## config.mk

```make
export PLATFORM = sky130hd
export DESIGN_NAME = ltm_highlight
export DESIGN_NICKNAME = d
export VERILOG_FILES = /design/src/rtl/core/ltm_pkg.sv /design/src/rtl/core/ltm_div.sv /design/src/rtl/core/ltm_highlight.sv
export SDC_FILE = /design/constraint.sdc
export NUM_CORES = 2
export LEC_CHECK = 0
export ABC_AREA = 1
export BUFFER_PORTS_ARGS = -buffer_cell sky130_fd_sc_hd__buf_2
export CORE_UTILIZATION = 60
export DETAILED_ROUTE_END_ITERATION = 10
export PLACE_DENSITY = 0.76
export SLEW_MARGIN = 20
export SYNTH_ARGS = -nofsm -noshare
export SYNTH_HDL_FRONTEND = slang
export SYNTH_HIERARCHICAL = 1
export SYNTH_SLANG_ARGS = --single-unit
```

## constraint.sdc

```tcl
create_clock -name clk -period 13.9 [get_ports clk]
set_clock_uncertainty 0.15 [all_clocks]
set_input_delay 1.39 -clock clk [delete_from_list [all_inputs] [get_ports clk]]
set_output_delay 1.39 -clock clk [all_outputs]
set_load 0.05 [all_outputs]
```

## src/rtl/core/ltm_pkg.sv

```systemverilog
// shared types and constants for the luma tone mapper
// no dependencies

package ltm_pkg;

    localparam int LUMA_W   = 8;
    localparam int OUT_W    = 16;
    localparam int CFG_W    = 16;
    localparam int APB_W    = 32;
    localparam int ADDR_W   = 5;
    localparam int REG_IDX_W = 3;

    // register indexes
    localparam logic [REG_IDX_W-1:0] REG_EXPOSURE_GAIN    = 3'd0;
    localparam logic [REG_IDX_W-1:0] REG_SHADOW_ENABLE    = 3'd1;
    localparam logic [REG_IDX_W-1:0] REG_SHADOW_LIFT      = 3'd2;
    localparam logic [REG_IDX_W-1:0] REG_HIGHLIGHT_ENABLE = 3'd3;
    localparam logic [REG_IDX_W-1:0] REG_HIGHLIGHT_KNEE   = 3'd4;

    // reset values
    localparam logic [CFG_W-1:0] GAIN_RST = 16'd4096;
    localparam logic [CFG_W-1:0] LIFT_RST = 16'd4096;
    localparam logic [CFG_W-1:0] KNEE_RST = 16'd52429;

    // exposure gain floor, about 0.1 in q4.12
    localparam logic [CFG_W-1:0] GAIN_MIN = 16'd410;

    // rounding half of the divide by the 255 full-scale code
    localparam logic [6:0]        LUMA_ROUND = 7'd127;

    // reciprocals of 255, exact for 24-bit and 20-bit dividends
    localparam logic [24:0] RECIP_255_24 = 25'd16843010;
    localparam logic [20:0] RECIP_255_20 = 21'd1052689;

    // 255.0 in q8.8
    localparam logic [OUT_W-1:0] OUT_SCALE = 16'd65280;

    typedef struct packed {
        logic [LUMA_W-1:0] luma_in;
        logic              frame_end_in;
    } pix_in_t;

    typedef struct packed {
        logic [OUT_W-1:0] luma_out;
        logic             frame_end_out;
    } pix_out_t;

endpackage

```

## src/rtl/core/ltm_div.sv

```systemverilog
// pipelined restoring divider, one quotient bit per stage, with a side tag
// standalone, no package needed

module ltm_div #(
    parameter int NW = 32,
    parameter int DW = 16,
    parameter int QW = 16,
    parameter int PW = 1
)
(
    input  logic          clk,
    input  logic          rst_n,
    input  logic          in_valid,
    input  logic [NW-1:0] num,
    input  logic [DW-1:0] den,
    input  logic [PW-1:0] tag_in,
    output logic          out_valid,
    output logic [QW-1:0] quo,
    output logic [PW-1:0] tag_out
);

    localparam int CW = (NW > DW + QW) ? NW : DW + QW;

    logic [CW-1:0] rem_reg [QW-1];
    logic [DW-1:0] den_reg [QW-1];
    logic [QW-1:0] quo_reg [QW];
    logic [PW-1:0] tag_reg [QW];
    logic          vld_reg [QW];

    for (genvar i = 0; i < QW; i++)
    begin : g_stage
        logic [CW-1:0] stg_rem;
        logic [DW-1:0] stg_den;
        logic [QW-1:0] stg_quo;
        logic [PW-1:0] stg_tag;
        logic          stg_vld;
        logic [CW-1:0] trial;
        logic          fits;

        if (i == 0)
        begin : g_head
            assign stg_rem = CW'(num);
            assign stg_den = den;
            assign stg_quo = '0;
            assign stg_tag = tag_in;
            assign stg_vld = in_valid;
        end
        else
        begin : g_body
            assign stg_rem = rem_reg[i-1];
            assign stg_den = den_reg[i-1];
            assign stg_quo = quo_reg[i-1];
            assign stg_tag = tag_reg[i-1];
            assign stg_vld = vld_reg[i-1];
        end

        assign trial = CW'(stg_den) << (QW - 1 - i);
        assign fits  = stg_rem >= trial;

        always_ff @(posedge clk or negedge rst_n)
        begin
            if (!rst_n)
            begin
                vld_reg[i] <= 1'b0;
            end
            else
            begin
                vld_reg[i] <= stg_vld;
            end
        end

        always_ff @(posedge clk)
        begin
            quo_reg[i] <= stg_quo | (QW'(fits) << (QW - 1 - i));
            tag_reg[i] <= stg_tag;
        end

        if (i < QW - 1)
        begin : g_keep
            always_ff @(posedge clk)
            begin
                rem_reg[i] <= fits ? (stg_rem - trial) : stg_rem;
                den_reg[i] <= stg_den;
            end
        end
    end

    assign out_valid = vld_reg[QW-1];
    assign quo       = quo_reg[QW-1];
    assign tag_out   = tag_reg[QW-1];

endmodule

```

## src/rtl/core/ltm_highlight.sv

```systemverilog
// soft-knee highlight roll-off above the knee, fixed latency
// depends on ltm_pkg and ltm_div

module ltm_highlight
    import ltm_pkg::*;
#(
    parameter int F = 16
)
(
    input  logic             clk,
    input  logic             rst_n,
    input  logic             in_valid,
    input  logic [F+4:0]     in_x,
    input  logic             in_fe,
    input  logic             enable,
    input  logic [CFG_W-1:0] knee,
    output logic             out_valid,
    output logic [F+4:0]     out_x,
    output logic             out_fe
);

    localparam int XW = F + 5;
    localparam longint unsigned ONE_L  = 64'd1 << F;
    localparam longint unsigned K001_L = ((64'd1 << F) + 64'd500) / 64'd1000;
    localparam logic [F:0]   ONE  = (F+1)'(ONE_L);
    localparam logic [F-1:0] K001 = F'(K001_L);

    // knee in internal format, headroom and small-headroom flag
    logic [F+16:0] knee_ext;
    logic [F:0]    k_reg;
    logic [F:0]    h_reg;
    logic          hs_reg;

    assign knee_ext = (F+17)'({knee, {F{1'b0}}}) + (F+17)'(32768);

    always_ff @(posedge clk)
    begin
        k_reg  <= (F+1)'(knee_ext >> 16);
        h_reg  <= ONE - (F+1)'(knee_ext >> 16);
        hs_reg <= (ONE - (F+1)'(knee_ext >> 16)) <= (F+1)'(K001);
    end

    // stage 1: excess over the knee and dividend
    logic           le;
    logic           byp;
    logic           pin;
    logic [XW-1:0]  e;
    logic [XW:0]    den;
    logic [2*F+6:0] num;

    assign le  = in_x <= XW'(k_reg);
    assign byp = !enable || le;
    assign pin = enable && !le && hs_reg;
    assign e   = in_x - XW'(k_reg);
    assign den = (XW+1)'(e) + (XW+1)'(h_reg);
    assign num = (byp || pin) ? '0 :
                 ((2*F+7)'(e) * (2*F+7)'(h_reg) + (2*F+7)'(den >> 1));

    logic           h1_vld_reg;
    logic [XW-1:0]  h1_x_reg;
    logic           h1_fe_reg;
    logic           h1_byp_reg;
    logic           h1_pin_reg;
    logic [2*F+6:0] h1_num_reg;
    logic [XW:0]    h1_den_reg;

    always_ff @(posedge clk or negedge rst_n)
    begin
        if (!rst_n)
        begin
            h1_vld_reg <= 1'b0;
        end
        else
        begin
            h1_vld_reg <= in_valid;
        end
    end

    always_ff @(posedge clk)
    begin
        h1_x_reg   <= in_x;
        h1_fe_reg  <= in_fe;
        h1_byp_reg <= byp;
        h1_pin_reg <= pin;
        h1_num_reg <= num;
        h1_den_reg <= den;
    end

    logic          dv_vld;
    logic [F:0]    dv_q;
    logic [XW+2:0] dv_tag;

    ltm_div #(.NW(2*F+7), .DW(XW+1), .QW(F+1), .PW(XW+3)) u_div_knee (
        .clk       (clk),
        .rst_n     (rst_n),
        .in_valid  (h1_vld_reg),
        .num       (h1_num_reg),
        .den       (h1_den_reg),
        .tag_in    ({h1_x_reg, h1_fe_reg, h1_byp_reg, h1_pin_reg}),
        .out_valid (dv_vld),
        .quo       (dv_q),
        .tag_out   (dv_tag)
    );

    // stage 2: pick passthrough, knee or rolled-off value
    logic          h2_vld_reg;
    logic [XW-1:0] h2_x_reg;
    logic          h2_fe_reg;

    always_ff @(posedge clk or negedge rst_n)
    begin
        if (!rst_n)
        begin
            h2_vld_reg <= 1'b0;
        end
        else
        begin
            h2_vld_reg <= dv_vld;
        end
    end

    always_ff @(posedge clk)
    begin
        if (dv_tag[1])
        begin
            h2_x_reg <= dv_tag[XW+2:3];
        end
        else if (dv_tag[0])
        begin
            h2_x_reg <= XW'(k_reg);
        end
        else
        begin
            h2_x_reg <= XW'(k_reg) + XW'(dv_q);
        end
        h2_fe_reg <= dv_tag[2];
    end

    assign out_valid = h2_vld_reg;
    assign out_x     = h2_x_reg;
    assign out_fe    = h2_fe_reg;

endmodule

```

==> metrics.log <==
INFO  metric netlist_area = 87700 um2
INFO  metric synth_simple_gate_area_share = 26.5%
INFO  metric groute.layer.met2.usage = 59.9%
INFO  metric cts_hold_buf = 0
INFO  metric viasPerCell = 5.53
INFO  metric worstSetupStartpointType = input port
INFO  metric finish.net_count = 12797
INFO  metric synth_largest_area_cell = sky130_fd_sc_hd__dfxtp_1
INFO  metric grt-ovfl-total = 0
INFO  metric layout.cells.most_common_list = 3544 x sky130_fd_sc_hd__nand2_1, 2044 x sky130_fd_sc_hd__inv_1, 1677 x sky130_fd_sc_hd__dfxtp_1
INFO  metric number_of_global_route_vias_before_repair = 74138
INFO  metric cts.reportedPaths.clkPinSlew = 0.07 ns
INFO  metric cts.repair_timing.setup_buffer_count = 0
INFO  metric crit_path_end_kind = flip-flop
INFO  metric die_height = 384 um
INFO  metric synth-edff-count = 0
INFO  metric tritoncts = built
INFO  metric worstMarginPinSlew = 1.06 ns
INFO  metric min_period_over_period = 66.4%
INFO  metric hold_path_class = reg2reg
INFO  metric yosys_top_cell_area_share = 38.3%
INFO  metric global_route_wire_length_before_repair = 429000 um
INFO  metric cts-buffers-inserted = 166
INFO  metric mostFrequentLayoutCell = sky130_fd_sc_hd__nand2_1
INFO  metric max_stage_delay = 1.00 ns
INFO  metric synth_adder_area_share = 15.1%
INFO  metric cell_count_after_synthesis = 11763
INFO  metric fin_tns_setup = 0 ns
INFO  metric synth_area_leaders = sky130_fd_sc_hd__dfxtp_1 38%, sky130_fd_sc_hd__nand2_1 15%, sky130_fd_sc_hd__inv_1 8.7%
INFO  metric clock_tree.htree_level_count = 4
INFO  metric postSynthRegisterBits = 1696
INFO  metric ys_warn_count = 6
INFO  metric grt_use_met1 = 49.7%
INFO  metric status = complete, no violations
INFO  metric grt_start_max_net_pins = 53
INFO  metric detailroute.via_count = 77128
INFO  metric core_area = 144000 um2
INFO  metric io_buffer_count = 64
INFO  metric synthToLayoutAreaGrowth = 9.07%
INFO  metric worstSkewPairLatency = 0.83 ns
INFO  metric drcViolationCount = 0
INFO  metric dominantRegCellSynth = sky130_fd_sc_hd__dfxtp_1
INFO  metric setup_violations = 0
INFO  metric grt_most_used_layer = met2
INFO  metric synth.area.mux_share = 0%
INFO  metric largest_reg_flops = 624
INFO  metric worst_path_max_fanout = 10
INFO  metric place.gp.congestion = 1.06
INFO  metric synth_cell_types = 64
INFO  metric synth_xor_area_share = 2.84%
INFO  metric antenna_found_initial = 16
INFO  metric start_util = 60.8%
INFO  metric relSlewSlack = 28.9%
INFO  metric finalHoldViolations = 0
INFO  metric clock-root-buffer = sky130_fd_sc_hd__clkbuf_16
INFO  metric syn-mean-instance-area = 7.46 um2
INFO  metric crit_family = adder cells
INFO  metric cp_data_arrival_time = 9.77 ns
INFO  metric groute.layer.met3.usage = 7.22%
INFO  metric synth_async_sr_flop_share = 1.12%
INFO  metric dieWidth = 384 um
INFO  metric final_period_minus_worst_setup_slack = 9.23 ns
INFO  metric cts_resized = 0
INFO  metric critical_path_class = in2reg
INFO  metric grt_use_total = 38.2%
INFO  metric avgRoutedWirePerCell = 20.5 um
INFO  metric detailedPlacementHpwl = 229000 um
INFO  metric cpMostUsedCell = sky130_fd_sc_hd__nand2_1
INFO  metric floorplan.die_area = 148000 um2
INFO  metric max_clk_rate = 0.108 GHz
INFO  metric yosysSeqAreaShare = 38.8%
INFO  metric max_buffers_root_to_sink = 3
INFO  metric post_route_cells_drive_above_1_share = 4.92%
INFO  metric maxSlewViolCount = 0
INFO  metric rsz0062_at_grt = false
INFO  metric synth_top_family_by_area = simple AND/OR/NAND/NOR gates
INFO  metric initialDrtViolationCount = 7664
INFO  metric synth_compound_area_share = 6.83%
INFO  metric maxCapViolations = 0
INFO  metric cp.required = 14.44 ns
INFO  metric clock_sinks = 1696
INFO  metric postRouteWirelength = 286000 um
INFO  metric critPathBufInv = 7
INFO  metric floorplan.io_pins = 65
INFO  metric worst_path_max_delay_cell = sky130_fd_sc_hd__fa_1
INFO  metric placement_rows = 139
INFO  metric total_nets_after_synthesis = 12670
INFO  metric detail_route.first_pass.iterations = 9
INFO  metric ant_nets = 0
area by class of cell:
class                      instances  area, um2
antenna                            9       22.5
clock buffer                     215       4610
clock inverter                    91       1320
fill                           12398      48600
inverter                        2071       7780
multi-input combinational       7858      45000
sequential                      1696      34000
tap                             1903       2380
timing repair buffer              97        568
synth_stat cells, drive strengths merged (2+ instances only):
master and n:
and2 15, nand3 529, o21ai 436, nand2 3573, and3 10, ha 540, nor4 33, nand4 183
nor3b 5, or2 23, clkbuf 43, a21oi 578, a31oi 4, fa 325, xor2 151, a211oi 2
nor2 1039, o211ai 8, o21bai 27, nand3b 54, inv 2069, dfrtp 19, buf 95, dfxtp 1677
a21boi 11, o21a 15, clkinv 2, a21o 23, nor3 137, xnor2 134
worst paths after layout:
kind | slack, ns | cells after the start | from | to
worst max-delay path | 4.67 | 37 | in_x[0] | h1_num_reg[30]
worst min-delay path | 0.15 | 0 | u_div_knee/tag_reg[1][136] | u_div_knee/tag_reg[1][160]
worst max register to register | 4.77 | 36 | h_reg[0] | h1_num_reg[30]
worst min register to register | 0.15 | 0 | u_div_knee/tag_reg[1][136] | u_div_knee/tag_reg[1][160]
max in group asynchronous | 12.95 | 1 | rst_n | u_div_knee/g_stage[11].stg_vld
min in group asynchronous | 0.34 | 1 | rst_n | h1_vld_reg
through the flow:
stage	cell area, um2	util [%]	hold slack (ns)	instances	setup WS [ns]
after floorplan	87700	-	0.160	11763	5.59
after global placement	89800	62.2	0.160	13625	4.19
after detailed placement	89800	62.2	0.162	13625	4.09
after CTS	95700	66.3	0.146	13931	4.91
after global routing	95700	66.3	0.154	13935	4.29
final	95700	66.3	0.153	13940	4.67
worst register-to-register path: cells and delay by family (launching register included):
kind                     cells  cell delay [ns]
AO/OA/AOI/OAI                1             0.12
adder cells (fa/ha/maj)      9             4.95
buffers and inverters        6             1.26
flip-flops                   1             0.38
AND/OR/NAND/NOR             20             2.16
kinds of logic after synthesis:
logic type / count (synthesis)
fa+ha+maj: 865
xor+xnor: 285
flops: 1696
compound gates: 1106
simple gates: 5602
buf+inv: 2209
layer usage:
metal | part of all wire (%) | up-vias | wire (um)
met4 | 6.2 | 2 | 17600
li1 | - | 36603 | -
met5 | 0.0042 | - | 12
met2 | 44 | 3876 | 125000
met1 | 41 | 35773 | 118000
met3 | 9.1 | 874 | 26100
Power is not shown: default switching activity piles up to over one toggle a cycle in this logic, so the estimate is an artifact.
