===== src/rtl/core/ltm_pkg.sv =====
// shared types and constants for the luma tone mapper
// no dependencies

package ltm_pkg;

    localparam int LUMA_W   = 8;
    localparam int OUT_W    = 16;
    localparam int CFG_W    = 16;
    localparam int APB_W    = 32;
    localparam int ADDR_W   = 5;
    localparam int REG_IDX_W = 3;

    // register indexes
    localparam logic [REG_IDX_W-1:0] REG_EXPOSURE_GAIN    = 3'd0;
    localparam logic [REG_IDX_W-1:0] REG_SHADOW_ENABLE    = 3'd1;
    localparam logic [REG_IDX_W-1:0] REG_SHADOW_LIFT      = 3'd2;
    localparam logic [REG_IDX_W-1:0] REG_HIGHLIGHT_ENABLE = 3'd3;
    localparam logic [REG_IDX_W-1:0] REG_HIGHLIGHT_KNEE   = 3'd4;

    // reset values
    localparam logic [CFG_W-1:0] GAIN_RST = 16'd4096;
    localparam logic [CFG_W-1:0] LIFT_RST = 16'd4096;
    localparam logic [CFG_W-1:0] KNEE_RST = 16'd52429;

    // exposure gain floor, about 0.1 in q4.12
    localparam logic [CFG_W-1:0] GAIN_MIN = 16'd410;

    // rounding half of the divide by the 255 full-scale code
    localparam logic [6:0]        LUMA_ROUND = 7'd127;

    // reciprocals of 255, exact for 24-bit and 20-bit dividends
    localparam logic [24:0] RECIP_255_24 = 25'd16843010;
    localparam logic [20:0] RECIP_255_20 = 21'd1052689;

    // 255.0 in q8.8
    localparam logic [OUT_W-1:0] OUT_SCALE = 16'd65280;

    typedef struct packed {
        logic [LUMA_W-1:0] luma_in;
        logic              frame_end_in;
    } pix_in_t;

    typedef struct packed {
        logic [OUT_W-1:0] luma_out;
        logic             frame_end_out;
    } pix_out_t;

endpackage


===== src/rtl/core/ltm_div.sv =====
// pipelined restoring divider, one quotient bit per stage, with a side tag
// standalone, no package needed

module ltm_div #(
    parameter int NW = 32,
    parameter int DW = 16,
    parameter int QW = 16,
    parameter int PW = 1
)
(
    input  logic          clk,
    input  logic          rst_n,
    input  logic          in_valid,
    input  logic [NW-1:0] num,
    input  logic [DW-1:0] den,
    input  logic [PW-1:0] tag_in,
    output logic          out_valid,
    output logic [QW-1:0] quo,
    output logic [PW-1:0] tag_out
);

    localparam int CW = (NW > DW + QW) ? NW : DW + QW;

    logic [CW-1:0] rem_reg [QW-1];
    logic [DW-1:0] den_reg [QW-1];
    logic [QW-1:0] quo_reg [QW];
    logic [PW-1:0] tag_reg [QW];
    logic          vld_reg [QW];

    for (genvar i = 0; i < QW; i++)
    begin : g_stage
        logic [CW-1:0] stg_rem;
        logic [DW-1:0] stg_den;
        logic [QW-1:0] stg_quo;
        logic [PW-1:0] stg_tag;
        logic          stg_vld;
        logic [CW-1:0] trial;
        logic          fits;

        if (i == 0)
        begin : g_head
            assign stg_rem = CW'(num);
            assign stg_den = den;
            assign stg_quo = '0;
            assign stg_tag = tag_in;
            assign stg_vld = in_valid;
        end
        else
        begin : g_body
            assign stg_rem = rem_reg[i-1];
            assign stg_den = den_reg[i-1];
            assign stg_quo = quo_reg[i-1];
            assign stg_tag = tag_reg[i-1];
            assign stg_vld = vld_reg[i-1];
        end

        assign trial = CW'(stg_den) << (QW - 1 - i);
        assign fits  = stg_rem >= trial;

        always_ff @(posedge clk or negedge rst_n)
        begin
            if (!rst_n)
            begin
                vld_reg[i] <= 1'b0;
            end
            else
            begin
                vld_reg[i] <= stg_vld;
            end
        end

        always_ff @(posedge clk)
        begin
            quo_reg[i] <= stg_quo | (QW'(fits) << (QW - 1 - i));
            tag_reg[i] <= stg_tag;
        end

        if (i < QW - 1)
        begin : g_keep
            always_ff @(posedge clk)
            begin
                rem_reg[i] <= fits ? (stg_rem - trial) : stg_rem;
                den_reg[i] <= stg_den;
            end
        end
    end

    assign out_valid = vld_reg[QW-1];
    assign quo       = quo_reg[QW-1];
    assign tag_out   = tag_reg[QW-1];

endmodule


===== src/rtl/core/ltm_shadow.sv =====
// rational shadow lift below 0.45, fixed latency whether enabled or not
// depends on ltm_pkg and ltm_div

module ltm_shadow
    import ltm_pkg::*;
#(
    parameter int F = 16
)
(
    input  logic             clk,
    input  logic             rst_n,
    input  logic             in_valid,
    input  logic [F+4:0]     in_x,
    input  logic             in_fe,
    input  logic             enable,
    input  logic [CFG_W-1:0] lift,
    output logic             out_valid,
    output logic [F+4:0]     out_x,
    output logic             out_fe
);

    localparam int XW = F + 5;
    localparam int TW = XW + F + 3;
    localparam longint unsigned ONE_L = 64'd1 << F;
    localparam longint unsigned K45_L = ((64'd45 << F) + 64'd50) / 64'd100;
    localparam longint unsigned K12_L = ((64'd12 << F) + 64'd50) / 64'd100;
    localparam longint unsigned K22_L = ((64'd22 << F) + 64'd50) / 64'd100;
    localparam longint unsigned K45_INV_L = (64'd1 << (2*F)) / K45_L;
    localparam logic [F-1:0] K45 = F'(K45_L);
    localparam logic [F-1:0] K12 = F'(K12_L);
    localparam logic [F-1:0] K22 = F'(K22_L);
    localparam logic [F-1:0] HALF = F'(ONE_L >> 1);
    localparam logic [F+1:0] K45_INV = (F+2)'(K45_INV_L);
    localparam logic [F:0]   K45_X2  = (F+1)'(K45_L << 1);

    // lift times 0.22, refreshed from the register every cycle
    logic [F+15:0] lift_prod;
    logic [F+1:0]  p_reg;

    assign lift_prod = (F+16)'(lift) * (F+16)'(K22);

    always_ff @(posedge clk)
    begin
        p_reg <= (F+2)'(((F+16)'(lift_prod) + (F+16)'(2048)) >> 12);
    end

    // stage 1: bypass decision, ratio dividend, reciprocal estimate of (0.45-x)/0.45
    logic           byp;
    logic [F-1:0]   x_lo;
    logic [F-1:0]   y;
    logic [2*F+1:0] est;
    logic [F-1:0]   r_den;
    logic [2*F:0]   r_num;

    assign byp    = !enable || (in_x == '0) || (in_x >= XW'(K45)) || (lift == '0);
    assign x_lo   = in_x[F-1:0];
    assign y      = byp ? '0 : (K45 - x_lo);
    assign est    = (2*F+2)'(y) * (2*F+2)'(K45_INV);
    assign r_den  = x_lo + K12;
    assign r_num  = byp ? '0 :
                    ((2*F+1)'({x_lo, {F{1'b0}}}) + (2*F+1)'(r_den >> 1));

    logic          s1_vld_reg;
    logic [XW-1:0] s1_x_reg;
    logic          s1_fe_reg;
    logic          s1_byp_reg;
    logic [F-1:0]  s1_y_reg;
    logic [F:0]    s1_q_reg;
    logic [2*F:0]  s1_r_num_reg;
    logic [F-1:0]  s1_r_den_reg;

    always_ff @(posedge clk or negedge rst_n)
    begin
        if (!rst_n)
        begin
            s1_vld_reg <= 1'b0;
        end
        else
        begin
            s1_vld_reg <= in_valid;
        end
    end

    always_ff @(posedge clk)
    begin
        s1_x_reg     <= in_x;
        s1_fe_reg    <= in_fe;
        s1_byp_reg   <= byp;
        s1_y_reg     <= y;
        s1_q_reg     <= (F+1)'(est >> F);
        s1_r_num_reg <= r_num;
        s1_r_den_reg <= r_den;
    end

    // stage 2: remainder of the estimate, at most two divisors short
    logic [2*F:0] n_full;
    logic [2*F:0] n_back;
    logic [2*F:0] n_rem;

    assign n_full = (2*F+1)'({s1_y_reg, {F{1'b0}}}) + (2*F+1)'(K45 >> 1);
    assign n_back = (2*F+1)'(s1_q_reg) * (2*F+1)'(K45);
    assign n_rem  = n_full - n_back;

    logic          s2_vld_reg;
    logic [XW-1:0] s2_x_reg;
    logic          s2_fe_reg;
    logic          s2_byp_reg;
    logic [F:0]    s2_q_reg;
    logic [F:0]    s2_rem_reg;
    logic [2*F:0]  s2_r_num_reg;
    logic [F-1:0]  s2_r_den_reg;

    always_ff @(posedge clk or negedge rst_n)
    begin
        if (!rst_n)
        begin
            s2_vld_reg <= 1'b0;
        end
        else
        begin
            s2_vld_reg <= s1_vld_reg;
        end
    end

    always_ff @(posedge clk)
    begin
        s2_x_reg     <= s1_x_reg;
        s2_fe_reg    <= s1_fe_reg;
        s2_byp_reg   <= s1_byp_reg;
        s2_q_reg     <= s1_q_reg;
        s2_rem_reg   <= n_rem[F:0];
        s2_r_num_reg <= s1_r_num_reg;
        s2_r_den_reg <= s1_r_den_reg;
    end

    // stage 3: fix up the estimate by comparing the remainder with one and two divisors
    logic [F:0] omt;

    assign omt = (s2_rem_reg >= K45_X2) ? (s2_q_reg + (F+1)'(2)) :
                 (s2_rem_reg >= (F+1)'(K45)) ? (s2_q_reg + (F+1)'(1)) : s2_q_reg;

    logic          s3_vld_reg;
    logic [XW-1:0] s3_x_reg;
    logic          s3_fe_reg;
    logic          s3_byp_reg;
    logic [F:0]    s3_omt_reg;
    logic [2*F:0]  s3_r_num_reg;
    logic [F-1:0]  s3_r_den_reg;

    always_ff @(posedge clk or negedge rst_n)
    begin
        if (!rst_n)
        begin
            s3_vld_reg <= 1'b0;
        end
        else
        begin
            s3_vld_reg <= s2_vld_reg;
        end
    end

    always_ff @(posedge clk)
    begin
        s3_x_reg     <= s2_x_reg;
        s3_fe_reg    <= s2_fe_reg;
        s3_byp_reg   <= s2_byp_reg;
        s3_omt_reg   <= omt;
        s3_r_num_reg <= s2_r_num_reg;
        s3_r_den_reg <= s2_r_den_reg;
    end

    // x over x plus 0.12, the (0.45-x)/0.45 estimate rides along in the tag
    logic          r_vld;
    logic [F:0]    r_q;
    logic [TW-1:0] r_tag;

    ltm_div #(.NW(2*F+1), .DW(F), .QW(F+1), .PW(TW)) u_div_ratio (
        .clk       (clk),
        .rst_n     (rst_n),
        .in_valid  (s3_vld_reg),
        .num       (s3_r_num_reg),
        .den       (s3_r_den_reg),
        .tag_in    ({s3_x_reg, s3_fe_reg, s3_byp_reg, s3_omt_reg}),
        .out_valid (r_vld),
        .quo       (r_q),
        .tag_out   (r_tag)
    );

    // stage 4: falloff squared
    logic [2*F+1:0] fall_prod;
    logic           s4_vld_reg;
    logic [XW-1:0]  s4_x_reg;
    logic           s4_fe_reg;
    logic           s4_byp_reg;
    logic [F:0]     s4_fall_reg;
    logic [F:0]     s4_r_reg;

    assign fall_prod = (2*F+2)'(r_tag[F:0]) * (2*F+2)'(r_tag[F:0]);

    always_ff @(posedge clk or negedge rst_n)
    begin
        if (!rst_n)
        begin
            s4_vld_reg <= 1'b0;
        end
        else
        begin
            s4_vld_reg <= r_vld;
        end
    end

    always_ff @(posedge clk)
    begin
        s4_x_reg    <= r_tag[TW-1:F+3];
        s4_fe_reg   <= r_tag[F+2];
        s4_byp_reg  <= r_tag[F+1];
        s4_fall_reg <= (F+1)'((fall_prod + (2*F+2)'(HALF)) >> F);
        s4_r_reg    <= r_q;
    end

    // stage 5: lift shape
    logic [2*F+1:0] l_prod;
    logic           s5_vld_reg;
    logic [XW-1:0]  s5_x_reg;
    logic           s5_fe_reg;
    logic           s5_byp_reg;
    logic [F:0]     s5_l_reg;

    assign l_prod = (2*F+2)'(s4_fall_reg) * (2*F+2)'(s4_r_reg);

    always_ff @(posedge clk or negedge rst_n)
    begin
        if (!rst_n)
        begin
            s5_vld_reg <= 1'b0;
        end
        else
        begin
            s5_vld_reg <= s4_vld_reg;
        end
    end

    always_ff @(posedge clk)
    begin
        s5_x_reg   <= s4_x_reg;
        s5_fe_reg  <= s4_fe_reg;
        s5_byp_reg <= s4_byp_reg;
        s5_l_reg   <= (F+1)'((l_prod + (2*F+2)'(HALF)) >> F);
    end

    // stage 6: add the lift, or pass x through when bypassed
    logic [2*F+3:0] add_prod;
    logic [F+2:0]   add_val;
    logic           s6_vld_reg;
    logic [XW-1:0]  s6_x_reg;
    logic           s6_fe_reg;

    assign add_prod = (2*F+4)'(p_reg) * (2*F+4)'(s5_l_reg);
    assign add_val  = (F+3)'((add_prod + (2*F+4)'(HALF)) >> F);

    always_ff @(posedge clk or negedge rst_n)
    begin
        if (!rst_n)
        begin
            s6_vld_reg <= 1'b0;
        end
        else
        begin
            s6_vld_reg <= s5_vld_reg;
        end
    end

    always_ff @(posedge clk)
    begin
        s6_x_reg  <= s5_byp_reg ? s5_x_reg : (s5_x_reg + XW'(add_val));
        s6_fe_reg <= s5_fe_reg;
    end

    assign out_valid = s6_vld_reg;
    assign out_x     = s6_x_reg;
    assign out_fe    = s6_fe_reg;

endmodule


===== config.mk =====
export PLATFORM = sky130hd
export DESIGN_NAME = ltm_shadow
export DESIGN_NICKNAME = d
export VERILOG_FILES = /design/src/rtl/core/ltm_pkg.sv /design/src/rtl/core/ltm_div.sv /design/src/rtl/core/ltm_shadow.sv
export SDC_FILE = /design/constraint.sdc
export NUM_CORES = 2
export LEC_CHECK = 0
export BUFFER_PORTS_ARGS = -buffer_cell sky130_fd_sc_hd__buf_2
export CORE_MARGIN = 2
export CORE_UTILIZATION = 30
export CTS_BUF_LIST = sky130_fd_sc_hd__clkbuf_4 sky130_fd_sc_hd__clkbuf_8
export DETAILED_ROUTE_END_ITERATION = 16
export MAX_ROUTING_LAYER = met4
export PLACE_DENSITY = 0.44
export SLEW_MARGIN = 20
export SYNTH_ARGS = -nofsm -noshare
export SYNTH_HDL_FRONTEND = slang
export SYNTH_SLANG_ARGS = --single-unit

===== constraint.sdc =====
create_clock -name clk -period 8.8 [get_ports clk]
set_input_delay 1.32 -clock clk [delete_from_list [all_inputs] [get_ports clk]]
set_output_delay 1.32 -clock clk [all_outputs]
set_load 0.01 [all_outputs]

==> impl_metrics.toml <==
[run_status]
outcome = "finished clean"

[routing]
drt-vias-per-instance = 4.304
wl_mm = 216.2
firstDrtPassIters = 6
vias = 61150
ant_nets = 0
drc = 0
wire_per_inst_um = 15.22
drt-initial-drc-count = 2398

[critical_path]
crit_type = "reg2reg"
crit_required_ns = 9.62
cp.arrival_ns = 9.13
cpPeakStageDelay_ns = 0.55
critPathMostFrequentCell = "fa_1"
critPathSlowestCell = "fa_1"
critPathLaunchType = "flop"
crit_path_max_fanout = 15
cp-end-kind = "flop"
cp_num_buf_inv = 8
r2r_setup_slack_ns = 0.50
crit_family = "adder cells"

[global_routing]
met1_usage_pct = 17.89
antenna_found_initial = 19
use_met2_pct = 22.12
grt_max_degree = 40
grt_pass1_vias = 64570
grt_util_all_layers_pct = 13.73
grt_util_met3_pct = 2.060
overflow = 0
grt_pass1_wl_mm = 349.7
grt_most_used_layer = "met2"

[synth]
synth_area_per_cell_sq_um = 10.51
synth-seq-cells = 1992
ys_types = 89
ys_seq_area_share_pct = 41.25
netlist_area_sq_mm = 0.09695
synthAdderAreaFrac_pct = 29.22
synth_simple_gate_area_share_pct = 10.77
ys_top_cells_by_area = "dfxtp_1, fa_1, ha_1"
syn_inst = 9222
async_flop_share_pct = 1.155
yosysWarnings = 0
synth_area_leader_cell = "dfxtp_1"
synth-compound-area-share_pct = 6.824
synth.net_count = 11030
muxShareOfSynthArea_pct = 0.7162
synth_enable_flop_cells = 0
synth-xor-area-share_pct = 4.517
yosys.area.top_type_share_pct = 40.66
synth_flop_cell = "dfxtp_1"
synth_top_family_by_area = "adder cells"

[timing]
slew_viol_final = 0
fin_setup_tns_ns = 0
relSlewSlack_pct = 24.86
rsz0062_at_grt = "no"
worst_slew_pin_slew_ns = 1.123
period_minus_slack_ns = 8.305
hold_violations = 0
setup_viol = 0
max_clock_freq_mhz = 120.4
fin_skew_ns = 0.09400
finalWorstSetupSlack_ns = 0.4954
min_period_over_period_pct = 94.37

[floorplanning]
num_rows = 208
die_w_um = 572.5
initial_core_util_pct = 30.17
pin_count = 65
core_sq_mm = 0.3214
die_h_um = 572.5
design.die.area_sq_mm = 0.3277

[cells_and_area]
syn2layout_area_growth_pct = 14.70
fin_nets = 11420
largest_reg_flops = 632
drive_gt1_share_pct = 9.864
final_core_util_pct = 34.60
final_area_sq_mm = 0.1112
fillers = 32250
layout.cells.non_filler = 14210

[clock_tree]
cts.sinks = 1992
htree_num_levels = 5
cts_tree = "done"
cts_buffer_depth = 4
clockRootBuffer = "clkbuf_8"
cts_made_buffers = 347
path_clk_slew_ns = 0.06
clock_latency_ns = 1.00
ctsHoldBuffers = 0

[power]
internal_power_w = 0.01968
p_sw_share_pct = 33.35
power_density_mw_per_mm2 = 265.5
power_frac_comb_pct = 29.4
ir_drop_mv = 0.2010
power_frac_seq_pct = 39.2
switchingPower_w = 0.009846
clock_power_share_pct = 31.4
leakage_nw = 52.76

[flow_run]
cap_violations = 0

[placed_design]
hpwl_mm = 171.8
gp_congestion = 0.8521
io_buffers = 64
dp_slack_ns = -0.2962
placedCellCount = 13570
placed_area_sq_mm = 0.1032

[hold_path]
hp-class = "reg2reg"
-- area by class of cell --
type,count,area [sq um],share of cell area (%)
diodes,7,17.52,0.01575
multi-input cells,5505,50570,45.48
repair buffers,224,1521,1.368
inverters,1547,5807,5.222
well taps,4305,5386,4.844
clock buffers,531,6808,6.122
clock inverters,96,1097,0.9867
flip-flops and latches,1992,39990,35.97
-- through the flow --
step / total power [W] / hold WS [ns]
after floorplan: 0.01759 / 0.3096
after global placement: 0.02032 / 0.3097
after detailed placement: 0.02040 / 0.3121
after CTS: 0.02999 / 0.2040
after global routing: 0.03162 / 0.2139
final: 0.02952 / 0.2373
-- per-layer routing --
layer	wire (um)	up-vias
met5	0	-
met4	5293	0
met3	8468	342
met2	99560	1030
met1	102900	29570
li1	-	30210
-- repair_timing --
action / CTS / global route
pin swaps: 1 / 6
setup endpoints to repair: 2 / 5
setup buffers: 0 / 1
gates resized for setup: 5 / 12
-- cell usage after synthesis (all sizes together) (99+ instances only) --
master / instances
nor2: 406
fa: 831
nand2: 713
xor2: 182
inv: 1547
o21ai: 242
clkbuf: 164
and2: 366
a21oi: 356
dfxtp: 1969
xnor2: 318
nor3: 99
ha: 933
a21o: 124
-- cell families after synthesis --
logic type                 Yosys count
and+or+nand+nor                   2119
DFF                               1992
adders and majority gates         1766
buffers and inverters             1725
AOI/OAI and AO/OA                 1056
xor gates and xnor gates           500
muxes                               63
other                                1
-- worst paths after layout --
path,from,to,cells after the start
setup / recovery,p_reg[9],out_x[20],32
hold / removal,s3_omt_reg[11],u_div_ratio.tag_reg[0][11],0
setup reg to reg,p_reg[9],out_x[20],32
hold reg to reg,s3_omt_reg[11],u_div_ratio.tag_reg[0][11],0
max in group asynchronous,rst_n,s5_vld_reg,1
min in group asynchronous,rst_n,u_div_ratio.g_stage[8].stg_vld,1
-- worst reg2reg max path: cells and delay by family (launching register included) --
| family | cells | cell delay, ns |
|---|---|---|
| AND/OR/NAND/NOR | 5 | 0.66 |
| adder cells (fa/ha/maj) | 8 | 3.77 |
| AO/OA/AOI/OAI | 9 | 2.24 |
| flip-flops | 1 | 0.31 |
| buffers and inverters | 8 | 0.80 |
| XOR/XNOR | 2 | 0.33 |
-- placed cells by master (no fill, tap or decap), types with 14 or more instances in the layout --
cell type	netlist	final
a21boi_0	38	37
clkinv_2	0	43
nor2b_1	66	66
nor2_1	405	405
buf_4	0	160
bufinv_16	0	16
and2_1	365	365
nand3_1	88	88
xnor2_1	318	317
o21ai_0	240	238
o21a_1	48	48
a21oi_1	355	352
nand4b_1	14	14
nand4_1	61	61
a21o_1	124	124
xor2_1	182	182
or3_1	36	36
clkbuf_4	0	80
inv_1	1547	1547
dfrtp_1	23	23
o31ai_1	32	30
buf_2	13	64
nand2_1	713	713
nor4_1	67	67
clkbuf_8	0	451
nor3_1	97	96
a211oi_1	17	17
or4_1	20	20
nand3b_1	17	17
dfxtp_1	1969	1968
mux2_2	51	51
o21bai_1	31	30
and3_1	33	33
a31oi_1	31	29
fa_1	831	830
or2_2	28	28
nand2b_1	59	59
ha_1	933	933
-- power groups by stage --
stage / Combinational (W) / Sequential, W / Clock, W
6_report: 0.00868 / 0.0116 / 0.00928
2_1_floorplan: 0.00629 / 0.0113 / 0
3_5_place_dp: 0.00861 / 0.0118 / 0
3_3_place_gp: 0.00854 / 0.0118 / 0
4_1_cts: 0.00869 / 0.0116 / 0.00970
5_1_grt: 0.00976 / 0.0117 / 0.0101
Power figures use the tool's default switching activity.
